[config.mk]
export PLATFORM = sky130hd
export DESIGN_NAME = vertex_euler_rotate_project
export DESIGN_NICKNAME = d
export VERILOG_FILES = /design/src/rtl/vep_pkg.sv /design/src/rtl/vep_cfg_regs.sv /design/src/rtl/vep_rot_stage.sv /design/src/rtl/vep_project.sv /design/src/rtl/vertex_euler_rotate_project.sv
export VERILOG_INCLUDE_DIRS = /design/src /design/src/rtl
export SDC_FILE = /design/constraint.sdc
export NUM_CORES = 2
export LEC_CHECK = 0
export ABC_AREA = 1
export CAP_MARGIN = 5
export CORE_MARGIN = 2
export CORE_UTILIZATION = 60
export DETAILED_ROUTE_END_ITERATION = 8
export DONT_BUFFER_PORTS = 1
export GPL_TIMING_DRIVEN = 0
export PLACE_DENSITY = 0.75
export RECOVER_POWER = 50
export SLEW_MARGIN = 20
export SYNTH_ARGS = -nofsm -noshare
export SYNTH_HDL_FRONTEND = slang
export SYNTH_SLANG_ARGS = --single-unit
export TNS_END_PERCENT = 100
[constraint.sdc]
create_clock -name clk -period 11 [get_ports clk]
set_input_delay 1.1 -clock clk [delete_from_list [all_inputs] [get_ports clk]]
set_output_delay 1.1 -clock clk [all_outputs]
set_load 0.005 [all_outputs]
[src/rtl/vertex_euler_rotate_project_defines.svh]
// Assertion macros shared by the vertex rotate and project RTL.
`ifndef VERTEX_EULER_ROTATE_PROJECT_DEFINES_SVH
`define VERTEX_EULER_ROTATE_PROJECT_DEFINES_SVH

// Same-cycle implication, disabled while dis is true.
`define VEP_ASSERT_IMP(label, clk, dis, ante, cons, msg) \
  label: assert property (@(posedge clk) disable iff (dis) (ante) |-> (cons)) \
    else $error(msg);

// Next-cycle implication, disabled while dis is true.
`define VEP_ASSERT_NEXT(label, clk, dis, ante, cons, msg) \
  label: assert property (@(posedge clk) disable iff (dis) (ante) |=> (cons)) \
    else $error(msg);

`endif

[src/rtl/vep_pkg.sv]
// Shared constants, types and sine lookup for the vertex rotate and project block.
`timescale 1ns / 1ps

package vep_pkg;

  localparam int SINE_ENTRIES = 64;
  localparam int IDX_W        = $clog2(SINE_ENTRIES);
  localparam int ANGLE_W      = IDX_W + 2;
  localparam int SIN_W        = 9;
  localparam int FRAC_BITS    = 8;
  localparam int COORD_W      = 8;
  localparam int SCALE_W      = 4;
  localparam int CENTER_W     = 10;
  localparam int SCREEN_W     = 12;
  localparam int DEPTH_W      = 10;
  localparam int CFG_INDEX_W  = 3;
  localparam int CFG_DATA_W   = 10;

  localparam logic [ANGLE_W-1:0]  ANGLE_RESET  = '0;
  localparam logic [SCALE_W-1:0]  SCALE_RESET  = 4'd3;
  localparam logic [CENTER_W-1:0] CENTER_RESET = 10'd60;

  typedef enum logic [CFG_INDEX_W-1:0] {
    CFG_ANGLE_X  = 3'd0,
    CFG_ANGLE_Y  = 3'd1,
    CFG_ANGLE_Z  = 3'd2,
    CFG_SCALE    = 3'd3,
    CFG_CENTER_X = 3'd4,
    CFG_CENTER_Y = 3'd5
  } cfg_index_t;

  typedef logic signed [SIN_W-1:0] trig_val_t;

  // Registered view of the configuration as the datapath uses it.
  typedef struct packed {
    trig_val_t             sin_x;
    trig_val_t             cos_x;
    trig_val_t             sin_y;
    trig_val_t             cos_y;
    trig_val_t             sin_z;
    trig_val_t             cos_z;
    logic [SCALE_W-1:0]    scale;
    logic [CENTER_W-1:0]   center_x;
    logic [CENTER_W-1:0]   center_y;
  } trig_t;

  // Quarter wave, amplitude 255 (Q8).
  localparam logic [7:0] QUARTER_WAVE [SINE_ENTRIES] = '{
    8'd0,   8'd6,   8'd13,  8'd19,  8'd25,  8'd31,  8'd37,  8'd44,
    8'd50,  8'd56,  8'd62,  8'd68,  8'd74,  8'd80,  8'd86,  8'd92,
    8'd98,  8'd103, 8'd109, 8'd115, 8'd120, 8'd126, 8'd131, 8'd136,
    8'd142, 8'd147, 8'd152, 8'd157, 8'd162, 8'd167, 8'd171, 8'd176,
    8'd180, 8'd185, 8'd189, 8'd193, 8'd197, 8'd201, 8'd205, 8'd208,
    8'd212, 8'd215, 8'd219, 8'd222, 8'd225, 8'd228, 8'd231, 8'd233,
    8'd236, 8'd238, 8'd240, 8'd242, 8'd244, 8'd246, 8'd247, 8'd249,
    8'd250, 8'd251, 8'd252, 8'd253, 8'd254, 8'd254, 8'd255, 8'd255
  };

  // Fold the binary angle onto the quarter wave: mirror in the second half of
  // each half turn, negate in the second half turn, zero on the axes.
  function automatic trig_val_t wave_sin(input logic [ANGLE_W-1:0] a);
    logic [IDX_W-1:0] idx;
    trig_val_t        mag;
    idx = a[IDX_W] ? ~a[IDX_W-1:0] : a[IDX_W-1:0];
    mag = {1'b0, QUARTER_WAVE[idx]};
    if (a[IDX_W:0] == '0) begin
      return '0;
    end
    return a[IDX_W+1] ? -mag : mag;
  endfunction

  function automatic trig_val_t wave_cos(input logic [ANGLE_W-1:0] a);
    return wave_sin(a + ANGLE_W'(SINE_ENTRIES));
  endfunction

endpackage

[src/rtl/vep_cfg_regs.sv]
// Configuration registers and registered sine/cosine of the three angles.
`timescale 1ns / 1ps

module vep_cfg_regs (
  input  logic                             clk,
  input  logic                             rst_n,
  input  logic                             cfg_we,
  input  logic [vep_pkg::CFG_INDEX_W-1:0]  cfg_index,
  input  logic [vep_pkg::CFG_DATA_W-1:0]   cfg_wdata,
  output vep_pkg::trig_t                   trig
);
  import vep_pkg::*;

  logic [ANGLE_W-1:0]  angle_x_r, angle_x_nxt;
  logic [ANGLE_W-1:0]  angle_y_r, angle_y_nxt;
  logic [ANGLE_W-1:0]  angle_z_r, angle_z_nxt;
  logic [SCALE_W-1:0]  scale_r, scale_nxt;
  logic [CENTER_W-1:0] center_x_r, center_x_nxt;
  logic [CENTER_W-1:0] center_y_r, center_y_nxt;
  trig_t               trig_r, trig_nxt;

  always_comb begin
    angle_x_nxt  = angle_x_r;
    angle_y_nxt  = angle_y_r;
    angle_z_nxt  = angle_z_r;
    scale_nxt    = scale_r;
    center_x_nxt = center_x_r;
    center_y_nxt = center_y_r;
    if (cfg_we) begin
      unique case (cfg_index)
        CFG_ANGLE_X:  angle_x_nxt  = cfg_wdata[ANGLE_W-1:0];
        CFG_ANGLE_Y:  angle_y_nxt  = cfg_wdata[ANGLE_W-1:0];
        CFG_ANGLE_Z:  angle_z_nxt  = cfg_wdata[ANGLE_W-1:0];
        CFG_SCALE:    scale_nxt    = cfg_wdata[SCALE_W-1:0];
        CFG_CENTER_X: center_x_nxt = cfg_wdata[CENTER_W-1:0];
        CFG_CENTER_Y: center_y_nxt = cfg_wdata[CENTER_W-1:0];
        default: ;
      endcase
    end
  end

  always_comb begin
    trig_nxt.sin_x    = wave_sin(angle_x_r);
    trig_nxt.cos_x    = wave_cos(angle_x_r);
    trig_nxt.sin_y    = wave_sin(angle_y_r);
    trig_nxt.cos_y    = wave_cos(angle_y_r);
    trig_nxt.sin_z    = wave_sin(angle_z_r);
    trig_nxt.cos_z    = wave_cos(angle_z_r);
    trig_nxt.scale    = scale_r;
    trig_nxt.center_x = center_x_r;
    trig_nxt.center_y = center_y_r;
  end

  always_ff @(posedge clk) begin
    if (!rst_n) begin
      angle_x_r  <= ANGLE_RESET;
      angle_y_r  <= ANGLE_RESET;
      angle_z_r  <= ANGLE_RESET;
      scale_r    <= SCALE_RESET;
      center_x_r <= CENTER_RESET;
      center_y_r <= CENTER_RESET;
    end else begin
      angle_x_r  <= angle_x_nxt;
      angle_y_r  <= angle_y_nxt;
      angle_z_r  <= angle_z_nxt;
      scale_r    <= scale_nxt;
      center_x_r <= center_x_nxt;
      center_y_r <= center_y_nxt;
    end
  end

  // Lookup result is refreshed every cycle; no reset needed.
  always_ff @(posedge clk) begin
    trig_r <= trig_nxt;
  end

  assign trig = trig_r;

endmodule

[src/rtl/vep_rot_stage.sv]
// One plane rotation stage: p = (a*cos - b*sin) >>> 8, q = (a*sin + b*cos) >>> 8.
`timescale 1ns / 1ps
`include "vertex_euler_rotate_project_defines.svh"

module vep_rot_stage #(
  parameter int A_W    = 8,
  parameter int B_W    = 8,
  parameter int OUT_W  = 9,
  parameter int PASS_W = 1
) (
  input  logic                    clk,
  input  logic                    rst_n,
  input  logic                    in_valid,
  input  logic signed [A_W-1:0]   a,
  input  logic signed [B_W-1:0]   b,
  input  vep_pkg::trig_val_t      sin_v,
  input  vep_pkg::trig_val_t      cos_v,
  input  logic [PASS_W-1:0]       pass_in,
  output logic                    out_valid,
  output logic signed [OUT_W-1:0] p,
  output logic signed [OUT_W-1:0] q,
  output logic [PASS_W-1:0]       pass_out
);
  import vep_pkg::*;

  localparam int PROD_W = ((A_W > B_W) ? A_W : B_W) + SIN_W;
  localparam int SUM_W  = PROD_W + 1;

  logic signed [SUM_W-1:0] a_ext, b_ext, s_ext, c_ext;
  logic signed [SUM_W-1:0] p_sum, q_sum, p_shr, q_shr;
  logic signed [OUT_W-1:0] p_nxt, q_nxt;
  logic                    valid_r;
  logic signed [OUT_W-1:0] p_r, q_r;
  logic [PASS_W-1:0]       pass_r;

  always_comb begin
    a_ext = SUM_W'(a);
    b_ext = SUM_W'(b);
    s_ext = SUM_W'(sin_v);
    c_ext = SUM_W'(cos_v);
    p_sum = a_ext * c_ext - b_ext * s_ext;
    q_sum = a_ext * s_ext + b_ext * c_ext;
    p_shr = p_sum >>> FRAC_BITS;
    q_shr = q_sum >>> FRAC_BITS;
    p_nxt = p_shr[OUT_W-1:0];
    q_nxt = q_shr[OUT_W-1:0];
  end

  always_ff @(posedge clk) begin
    if (!rst_n) begin
      valid_r <= 1'b0;
    end else begin
      valid_r <= in_valid;
    end
  end

  always_ff @(posedge clk) begin
    p_r    <= p_nxt;
    q_r    <= q_nxt;
    pass_r <= pass_in;
  end

  assign out_valid = valid_r;
  assign p         = p_r;
  assign q         = q_r;
  assign pass_out  = pass_r;

  // The shifted sums must fit the stage output without loss.
  `VEP_ASSERT_IMP(a_p_fits, clk, !rst_n, in_valid, p_shr == SUM_W'(p_nxt), "p overflows stage")
  `VEP_ASSERT_IMP(a_q_fits, clk, !rst_n, in_valid, q_shr == SUM_W'(q_nxt), "q overflows stage")

endmodule

[src/rtl/vep_project.sv]
// Screen projection: scale, offset and saturate x/y, saturate depth; output register.
`timescale 1ns / 1ps

module vep_project #(
  parameter int X_W = 11,
  parameter int Y_W = 10,
  parameter int Z_W = 11
) (
  input  logic                              clk,
  input  logic                              rst_n,
  input  logic                              in_valid,
  input  logic signed [X_W-1:0]             px,
  input  logic signed [Y_W-1:0]             py,
  input  logic signed [Z_W-1:0]             pz,
  input  logic                              in_last,
  input  vep_pkg::trig_t                    trig,
  output logic                              out_valid,
  output logic signed [vep_pkg::SCREEN_W-1:0] screen_x,
  output logic signed [vep_pkg::SCREEN_W-1:0] screen_y,
  output logic signed [vep_pkg::DEPTH_W-1:0]  depth_z,
  output logic                              out_last
);
  import vep_pkg::*;

  localparam int XY_W = (X_W > Y_W) ? X_W : Y_W;
  localparam int PJ_W = ((XY_W + SCALE_W + 1 > CENTER_W + 1) ?
                         XY_W + SCALE_W + 1 : CENTER_W + 1) + 1;
  localparam logic signed [PJ_W-1:0] SCR_MAX = PJ_W'(2 ** (SCREEN_W - 1) - 1);
  localparam logic signed [PJ_W-1:0] SCR_MIN = -PJ_W'(2 ** (SCREEN_W - 1));
  localparam logic signed [Z_W-1:0]  DEP_MAX = Z_W'(2 ** (DEPTH_W - 1) - 1);
  localparam logic signed [Z_W-1:0]  DEP_MIN = -Z_W'(2 ** (DEPTH_W - 1));

  logic signed [PJ_W-1:0]     scale_ext, cx_ext, cy_ext, sx_sum, sy_sum;
  logic signed [SCREEN_W-1:0] sx_nxt, sy_nxt;
  logic signed [DEPTH_W-1:0]  dz_nxt;
  logic                       valid_r;
  logic signed [SCREEN_W-1:0] sx_r, sy_r;
  logic signed [DEPTH_W-1:0]  dz_r;
  logic                       last_r;

  always_comb begin
    scale_ext = PJ_W'({1'b0, trig.scale});
    cx_ext    = PJ_W'({1'b0, trig.center_x});
    cy_ext    = PJ_W'({1'b0, trig.center_y});
    sx_sum    = PJ_W'(px) * scale_ext + cx_ext;
    sy_sum    = PJ_W'(py) * scale_ext + cy_ext;
    if (sx_sum > SCR_MAX) begin
      sx_nxt = SCR_MAX[SCREEN_W-1:0];
    end else if (sx_sum < SCR_MIN) begin
      sx_nxt = SCR_MIN[SCREEN_W-1:0];
    end else begin
      sx_nxt = sx_sum[SCREEN_W-1:0];
    end
    if (sy_sum > SCR_MAX) begin
      sy_nxt = SCR_MAX[SCREEN_W-1:0];
    end else if (sy_sum < SCR_MIN) begin
      sy_nxt = SCR_MIN[SCREEN_W-1:0];
    end else begin
      sy_nxt = sy_sum[SCREEN_W-1:0];
    end
    if (pz > DEP_MAX) begin
      dz_nxt = DEP_MAX[DEPTH_W-1:0];
    end else if (pz < DEP_MIN) begin
      dz_nxt = DEP_MIN[DEPTH_W-1:0];
    end else begin
      dz_nxt = pz[DEPTH_W-1:0];
    end
  end

  always_ff @(posedge clk) begin
    if (!rst_n) begin
      valid_r <= 1'b0;
    end else begin
      valid_r <= in_valid;
    end
  end

  always_ff @(posedge clk) begin
    sx_r   <= sx_nxt;
    sy_r   <= sy_nxt;
    dz_r   <= dz_nxt;
    last_r <= in_last;
  end

  assign out_valid = valid_r;
  assign screen_x  = sx_r;
  assign screen_y  = sy_r;
  assign depth_z   = dz_r;
  assign out_last  = last_r;

endmodule

[src/rtl/vertex_euler_rotate_project.sv]
// Top level: vertex rotation about X, Z, Y and projection to screen coordinates.
// Pipeline: a vertex accepted into the input register passes three rotation
//   stages and the projection register before its result strobe.
// Throughput: one vertex per clock, sustained; busy never rises after reset.
// Reset (rst_n low, synchronous): empties the pipeline, loads the register
//   defaults, and holds busy high through reset and the cycle after it.
// The receiver cannot stall; each result is shown for exactly one cycle.
`timescale 1ns / 1ps
`include "vertex_euler_rotate_project_defines.svh"

module vertex_euler_rotate_project (
  input  logic                                clk,
  input  logic                                rst_n,
  // Vertex input beat
  input  logic                                start,
  output logic                                busy,
  input  logic signed [vep_pkg::COORD_W-1:0]  in_model_x,
  input  logic signed [vep_pkg::COORD_W-1:0]  in_model_y,
  input  logic signed [vep_pkg::COORD_W-1:0]  in_model_z,
  input  logic                                in_vertex_last,
  // Result beat
  output logic                                out_valid,
  output logic signed [vep_pkg::SCREEN_W-1:0] out_screen_x,
  output logic signed [vep_pkg::SCREEN_W-1:0] out_screen_y,
  output logic signed [vep_pkg::DEPTH_W-1:0]  out_depth_z,
  output logic                                out_last,
  // Configuration write port
  input  logic                                cfg_we,
  input  logic [vep_pkg::CFG_INDEX_W-1:0]     cfg_index,
  input  logic [vep_pkg::CFG_DATA_W-1:0]      cfg_wdata
);
  import vep_pkg::*;

  // Coordinate widths after each rotation. X rotation keeps |y|,|z| <= 255;
  // Z rotation grows x,y to |v| <= 383; Y rotation grows x,z to |v| <= 639.
  localparam int R1_W = COORD_W + 1;
  localparam int R2_W = R1_W + 1;
  localparam int R3_W = R2_W + 1;

  trig_t                     trig;
  logic                      busy_r;
  logic                      in_fire;

  // Input register
  logic                      s0_valid_r;
  logic signed [COORD_W-1:0] s0_x_r, s0_y_r, s0_z_r;
  logic                      s0_last_r;

  // After rotation about X: y1, z1; x and last ride along
  logic                      s1_valid;
  logic signed [R1_W-1:0]    s1_y, s1_z;
  logic [COORD_W:0]          s1_pass;
  logic signed [COORD_W-1:0] s1_x;
  logic                      s1_last;

  // After rotation about Z: x2, y2; z1 and last ride along
  logic                      s2_valid;
  logic signed [R2_W-1:0]    s2_x, s2_y;
  logic [R1_W:0]             s2_pass;
  logic signed [R1_W-1:0]    s2_z;
  logic                      s2_last;

  // After rotation about Y: x3, z3; y2 and last ride along
  logic                      s3_valid;
  logic signed [R3_W-1:0]    s3_x, s3_z;
  logic [R2_W:0]             s3_pass;
  logic signed [R2_W-1:0]    s3_y;
  logic                      s3_last;

  // Accept whenever start is high and busy is low; the pipeline never stalls.
  assign in_fire = start && !busy_r;
  assign busy    = busy_r;

  always_ff @(posedge clk) begin
    if (!rst_n) begin
      busy_r     <= 1'b1;
      s0_valid_r <= 1'b0;
    end else begin
      busy_r     <= 1'b0;
      s0_valid_r <= in_fire;
    end
  end

  // Capture the vertex beat; payload needs no reset.
  always_ff @(posedge clk) begin
    s0_x_r    <= in_model_x;
    s0_y_r    <= in_model_y;
    s0_z_r    <= in_model_z;
    s0_last_r <= in_vertex_last;
  end

  // Registers plus sine/cosine lookup, refreshed every cycle.
  vep_cfg_regs u_cfg (
    .clk       (clk),
    .rst_n     (rst_n),
    .cfg_we    (cfg_we),
    .cfg_index (cfg_index),
    .cfg_wdata (cfg_wdata),
    .trig      (trig)
  );

  // Rotate about X: y' = y*cx - z*sx, z' = y*sx + z*cx
  vep_rot_stage #(
    .A_W    (COORD_W),
    .B_W    (COORD_W),
    .OUT_W  (R1_W),
    .PASS_W (COORD_W + 1)
  ) u_rot_x (
    .clk       (clk),
    .rst_n     (rst_n),
    .in_valid  (s0_valid_r),
    .a         (s0_y_r),
    .b         (s0_z_r),
    .sin_v     (trig.sin_x),
    .cos_v     (trig.cos_x),
    .pass_in   ({s0_x_r, s0_last_r}),
    .out_valid (s1_valid),
    .p         (s1_y),
    .q         (s1_z),
    .pass_out  (s1_pass)
  );

  assign s1_x    = s1_pass[COORD_W:1];
  assign s1_last = s1_pass[0];

  // Rotate about Z: x' = x*cz - y*sz, y' = x*sz + y*cz
  vep_rot_stage #(
    .A_W    (COORD_W),
    .B_W    (R1_W),
    .OUT_W  (R2_W),
    .PASS_W (R1_W + 1)
  ) u_rot_z (
    .clk       (clk),
    .rst_n     (rst_n),
    .in_valid  (s1_valid),
    .a         (s1_x),
    .b         (s1_y),
    .sin_v     (trig.sin_z),
    .cos_v     (trig.cos_z),
    .pass_in   ({s1_z, s1_last}),
    .out_valid (s2_valid),
    .p         (s2_x),
    .q         (s2_y),
    .pass_out  (s2_pass)
  );

  assign s2_z    = s2_pass[R1_W:1];
  assign s2_last = s2_pass[0];

  // Rotate about Y: x' = x*cy - z*sy, z' = x*sy + z*cy
  vep_rot_stage #(
    .A_W    (R2_W),
    .B_W    (R1_W),
    .OUT_W  (R3_W),
    .PASS_W (R2_W + 1)
  ) u_rot_y (
    .clk       (clk),
    .rst_n     (rst_n),
    .in_valid  (s2_valid),
    .a         (s2_x),
    .b         (s2_z),
    .sin_v     (trig.sin_y),
    .cos_v     (trig.cos_y),
    .pass_in   ({s2_y, s2_last}),
    .out_valid (s3_valid),
    .p         (s3_x),
    .q         (s3_z),
    .pass_out  (s3_pass)
  );

  assign s3_y    = s3_pass[R2_W:1];
  assign s3_last = s3_pass[0];

  // Scale, offset and saturate; this is the output register.
  vep_project #(
    .X_W (R3_W),
    .Y_W (R2_W),
    .Z_W (R3_W)
  ) u_project (
    .clk       (clk),
    .rst_n     (rst_n),
    .in_valid  (s3_valid),
    .px        (s3_x),
    .py        (s3_y),
    .pz        (s3_z),
    .in_last   (s3_last),
    .trig      (trig),
    .out_valid (out_valid),
    .screen_x  (out_screen_x),
    .screen_y  (out_screen_y),
    .depth_z   (out_depth_z),
    .out_last  (out_last)
  );

  // Every accepted beat comes out after the rotation stages and the projection register.
  `VEP_ASSERT_IMP(a_latency, clk, !rst_n, in_fire, ##5 out_valid, "result beat missing")
  // Reset empties the pipeline.
  `VEP_ASSERT_NEXT(a_reset_flush, clk, 1'b0, !rst_n, !out_valid && busy, "pipeline not flushed")
  // Nothing leaves while the block is still coming out of reset.
  `VEP_ASSERT_IMP(a_busy_quiet, clk, !rst_n, busy, !out_valid && !s3_valid, "beat during busy")

endmodule

* Yosys cells after proc, flatten, opt, wreduce, memory -nomap -nowiden
Memories as Yosys holds them, arrays and structs flattened.
Cells that the tools add are included.
** Storage, ports and cells
- Bits in registers :: 282
- ROM bits :: 3072
- Logic and storage cells :: 165
- Memories kept :: 6
** Memory list
- (name not given) :: words 64, bits a word 8, read ports 1, clocked after memory_dff 0, write ports 0, line vep_pkg.sv:65 : mag = {1'b0, QUARTER_WAVE[idx]};
- (name not given) :: words 64, bits a word 8, read ports 1, clocked after memory_dff 0, write ports 0, line vep_pkg.sv:65
- (name not given) :: words 64, bits a word 8, read ports 1, clocked after memory_dff 0, write ports 0, line vep_pkg.sv:65
- (name not given) :: words 64, bits a word 8, read ports 1, clocked after memory_dff 0, write ports 0, line vep_pkg.sv:65
- (name not given) :: words 64, bits a word 8, read ports 1, clocked after memory_dff 0, write ports 0, line vep_pkg.sv:65
- (name not given) :: words 64, bits a word 8, read ports 1, clocked after memory_dff 0, write ports 0, line vep_pkg.sv:65
** Cells by class
- Add/subtract/negate cells :: 17
- Multiply operators :: 14
- Magnitude comparators :: 12
- Eq/ne operators :: 5
- Multiplexer cells :: 46
- Bitwise logic cells :: 12
- Reduce and logical (&&, ||, !) cells :: 15
** Operator list (number)
- two-way mux 9 bit :: 18
- multiplier 8 x 9 -> 17 bit :: 6
- two-way mux 8 bit :: 12
- multiplier 9 x 9 -> 18 bit :: 4
- negation 8 -> 9 bit :: 6
- greater-or-equal comparator 7 bit, second input constant :: 6
- zero test 7 bit :: 6
- NOT 6 -> 7 bit :: 6
- multiplier 10 x 9 -> 19 bit :: 2
- two-way mux 6 bit :: 6
- NOT 6 bit :: 6
- adder 17 x 11 -> 17 bit :: 2
- greater-than comparator 17 x 12 -> 1 bit, second input constant :: 2
- < comparator 17 x 12 -> 1 bit, second input constant :: 2
- adder 8 x 7 -> 8 bit, second input constant :: 3
- two-way mux 12 bit :: 2
- adder 19 bit :: 1
- subtractor 19 bit :: 1
- adder 18 bit :: 1
- subtractor 18 bit :: 1
- adder 17 bit :: 1
- subtractor 17 bit :: 1
- multiplier 11 x 5 -> 16 bit :: 1
- multiplier 10 x 5 -> 15 bit :: 1
- 11 further kinds :: 24

* Logic depth before layout (Yosys ltp)
- Depth in word-level cells :: 10
- Gate-level depth with buffers :: 37
- Gate-level depth less buffers :: 35

* Hierarchy
Synthesis repeated with hierarchy kept, for this count alone.
** Unflattened totals
- Cells, all modules :: 7370
- Area total of the unflattened synthesis :: 55659.6 sq um
** Modules (own cells, without submodules)
- vep_rot_stage at u_rot_y :: times used 1, cells each 1801, area an instance 14838.0 sq um, sequential area each 680.7 sq um
- vep_rot_stage at u_rot_z :: times used 1, cells each 1685, area an instance 13334.0 sq um, sequential area each 620.6 sq um
- vep_rot_stage at u_rot_x :: times used 1, cells each 1579, area an instance 12394.4 sq um, sequential area each 560.5 sq um
- vep_cfg_regs :: times used 1, cells each 1506, area an instance 9130.0 sq um, sequential area each 2522.4 sq um
- vep_project :: times used 1, cells each 769, area an instance 5408.9 sq um, sequential area each 720.7 sq um
- vertex_euler_rotate_project :: times used 1, cells each 30, area an instance 554.3 sq um, sequential area each 540.5 sq um

* Least setup slack after synthesis
No wires, ideal clock.
- Kind :: register to register
- From :: reg u_cfg.trig_r, in the netlist u_cfg.trig[51]
- To :: reg u_rot_y.p_r[10], in the netlist u_rot_y.p[10]
- Library setup time :: 0.072 ns
- Arrival time :: 8.173 ns
- Setup slack :: 2.756 ns
- Cell stages (with the launch flop) :: 35
- Clock period less this slack :: 8.244 ns
- Cells stage by stage :: dfxtp_1 -> clkbuf_1 -> buf_1 -> nand2_1 -> fa_1 -> inv_1 -> fa_1 -> inv_1 -> fa_1 -> inv_1 -> fa_1 -> ha_1 -> ha_1 -> a21oi_1 -> inv_1 -> a31oi_1 -> o21ai_0 -> a21oi_1 -> o21ai_0 -> xor2_1 -> fa_1 -> inv_1 -> fa_1 -> fa_1 -> fa_1 -> fa_1 -> inv_1 -> ha_1 -> nand2_1 -> nor2_1 -> nand2_1 -> o21ai_0 -> nand4_1 -> nand2_1 -> xor2_1
** On the way
- Longest elaborated chain between the ends :: 2
** Ends and longest elaborated chain
- from (decl) :: line vep_cfg_regs.sv:20 : trig_t trig_r, trig_nxt;
- from (signal assigned) :: line vep_cfg_regs.sv:74 : trig_r <= trig_nxt;
- multiplier 9 x 9 -> 18 bit :: line vep_rot_stage.sv:41 : p_sum = a_ext * c_ext - b_ext * s_ext;
- subtractor 19 bit :: line vep_rot_stage.sv:41
- via u_rot_y.p_sum[18] :: line vep_rot_stage.sv:30 : logic signed [SUM_W-1:0] p_sum, q_sum, p_shr, q_shr;
- to (signal assigned) :: line vep_rot_stage.sv:58 : p_r <= p_nxt;
- to (decl) :: line vep_rot_stage.sv:33 : logic signed [OUT_W-1:0] p_r, q_r;
The timed path passes the listed nets, and every way through them passes these cells.
A chain may end at the register's enable or synchronous reset.

* Worst setup path in the final report
- From :: reg u_cfg.trig_r, in the netlist u_cfg.trig[53]
- To :: reg u_rot_y.p_r[10], in the netlist u_rot_y.p[10]
The elaborated chain is that of the path after synthesis.

==> results.toml <==
[logic_synthesis]
synth_top_family_by_area = "adder cells"
yosys.area_share.xor_xnor_pct = 4.79
synth.avg_cell_area_sq_um = 7.75
synth.area.mux_share_pct = 0
mappedNetlistNets = 8542
synth-seq-area-share_pct = 10.4
syn_area_sq_um = 54300
synth-compound-area-share_pct = 5.04
synth_seq_cells = 282
synth_warnings = 0
syn_inst = 7015
synth_fa_ha_area_share_pct = 47.3
synth_cell_type_count = 60
synthArstFlopShare_pct = 0
ys.flop_type = "dfxtp_1"
synth_enable_flop_cells = 0
synthSimpleGateAreaFrac_pct = 17.4

[worst_setup_path]
worstSetupEndpointType = "register"
cp-start-kind = "register"
critPathMostFrequentCell = "fa_1"
slowest_delay_ns = 0.70
crit_slowest_cell = "clkbuf_1"
r2r_slack_ns = 1.21
r2r_cells = 34
crit_arrival_ns = 10.32
cp_max_fo = 10
r2r-end = "u_rot_y.p[10]$_DFF_P_"
r2r-start = "u_cfg.trig[53]$_SDFF_PP0_"
crit_start = "u_cfg.trig[53]$_SDFF_PP0_"
worstPathRequired_ns = 11.53
critPathKind = "reg -> reg"

[global_route]
gr-total-overflow = 0
grt_pass1_vias = 44816
antenna_found_initial = 0
grt_pass1_wl_mm = 223
grt_max_degree = 15
track_usage_pct = 29.8

[timing]
finalSetupTns_ns = 0
period_share_pct = 89.0
hold_viol = 0
min_period_ns = 9.79
max_freq_mhz = 102
setup-violations-final = 0
fin_skew_ns = 0.0192
rsz0062_at_grt = "no"
slew_headroom_pct = 36.7
tightest_slew_ns = 0.949
slew_violations = 0

[clocking]
cts_tree = "built"
cts_setup_buffers = 0
cts_root_buffer = "clkbuf_16"
clk_pin_slew_ns = 0.06
cts_resized = 0
cts_buffer_depth = 3
holdBufCountCts = 0
clkLatencyLatePin_ns = 0.60
clock_sinks = 282
htree_levels = 2
cts_buffers = 35

[status]
status = "finished clean"

[detailed_routing]
drtAntennaViolNets = 0
via_per_inst = 5.27
vias = 43533
drt-initial-drc-count = 3160
dr.pass1.iters = 6
drc = 0
drt_wl_total_mm = 134
wire_per_inst_um = 16.2

[run]
drv_cap = 0

[floorplanning]
start_util_pct = 60.5
rows = 110
fp.coreArea_sq_um = 89900
dieHeight_um = 305
die-area_sq_um = 93000
ios = 79
die_w_um = 305

[final_layout]
final_cell_mix = "1868 x inv_1, 1683 x nand2_1, 951 x fa_1"
syn2layout_area_growth_pct = 4.88
drive_gt1_share_pct = 2.91
finalNetCount = 8579
diodes = 0
final_common_cell = "inv_1"
stdcell_count = 8253
fill_cells = 7916

[placed_design]
gp_congestion = 0.984
io_buffers = 0
dp.cells = 8191
hpwl_mm = 110

[min_path]
holdPathEnd = "u_rot_y.pass_out[1]$_DFF_P_"
min_from = "u_rot_z.q[0]$_DFF_P_"
hp-class = "reg -> reg"
whs_path_depth = 0
area by class of cell:
type | count | area [sq um] | area share [%]
inverters | 1887 | 7090 | 12.4
multi-input cells | 4589 | 40500 | 71.1
clock buffers | 42 | 942 | 1.65
flip-flops and latches | 282 | 5650 | 9.91
clock inverters | 20 | 236 | 0.415
well taps | 1176 | 1470 | 2.58
plain buffers | 257 | 1100 | 1.94
layer usage:
metal | track usage [%] | wire [um] | vias to the layer above | share of wire (%)
met5 | 0 | 0 | - | 0
met4 | 10.7 | 4980 | 0 | 3.7
met3 | 3.85 | 9330 | 311 | 7.0
met2 | 51.0 | 64700 | 1463 | 48
met1 | 38.8 | 54500 | 21221 | 41
li1 | - | - | 20538 | -
flip-flops by register name, summed over array words and instances, names as in the netlist, 4 cells and up:
register	count
u_rot_y.p	11
u_cfg.trig	78
u_project.screen_y	12
u_rot_y.q	11
u_rot_z.p	10
u_project.depth_z	10
u_rot_x.pass_out	9
u_rot_z.q	10
u_project.screen_x	12
u_rot_x.p	9
u_cfg.angle_x_r	8
u_cfg.scale_r	4
u_rot_z.pass_out	10
u_cfg.angle_y_r	8
u_rot_x.q	9
u_cfg.angle_z_r	8
u_rot_y.pass_out	11
s0_z_r	8
u_cfg.center_x_r	10
s0_y_r	8
u_cfg.center_y_r	10
s0_x_r	8
cells in the mapped netlist (14+ instances only):
cell type | number | area, sq um
fa_1 | 951 | 19000
o211ai_1 | 20 | 150
xnor2_1 | 106 | 928
clkbuf_1 | 212 | 796
a21o_1 | 16 | 120
ha_1 | 534 | 6680
o21ai_0 | 170 | 851
a21oi_1 | 207 | 1040
buf_2 | 25 | 125
o21bai_1 | 14 | 105
o21ai_1 | 34 | 170
inv_1 | 1868 | 7010
xor2_1 | 139 | 1220
nand4_1 | 38 | 238
dfxtp_1 | 282 | 5650
nand2_1 | 1683 | 6320
nor2_1 | 295 | 1110
nand2_2 | 16 | 100
nor3_1 | 27 | 135
nand3_1 | 191 | 956
or2_2 | 38 | 238
critical path, delay by kind of cell (launching register included):
family / cells / cell delay (ns)
flops: 1 / 0.30
xor+xnor: 2 / 0.30
fa+ha+maj: 12 / 5.34
compound gates: 6 / 1.45
simple gates: 6 / 0.70
buf+inv: 8 / 1.62
worst max path at each step:
stage | end | slack [ns]
finish | u_rot_y.p[10]$_DFF_P_ | 1.21
global route | u_rot_y.p[10]$_DFF_P_ | 0.68
CTS | u_rot_y.p[10]$_DFF_P_ | 1.45
detailed placement | u_rot_y.p[10]$_DFF_P_ | 1.47
global placement | u_rot_y.p[10]$_DFF_P_ | 1.56
floorplan | u_rot_y.p[10]$_DFF_P_ | 2.76
through the flow:
stage	setup slack, ns	instance area, sq um	util [%]	hold WS (ns)
after CTS	1.45	57000	63.4	0.322
after detailed placement	1.47	55800	62.1	0.312
final	1.21	57000	63.4	0.322
after global placement	1.56	55800	62.1	0.310
after floorplan	2.76	54300	-	0.310
after global routing	0.677	57000	63.4	0.329
logic make-up after synthesis:
kind of cell,after synthesis
xor+xnor,267
compound gates,503
flops,282
simple gates,2334
fa+ha+maj,1485
buf+inv,2144
Power is not shown: default switching activity piles up to over one toggle a cycle in this logic, so the estimate is an artifact.
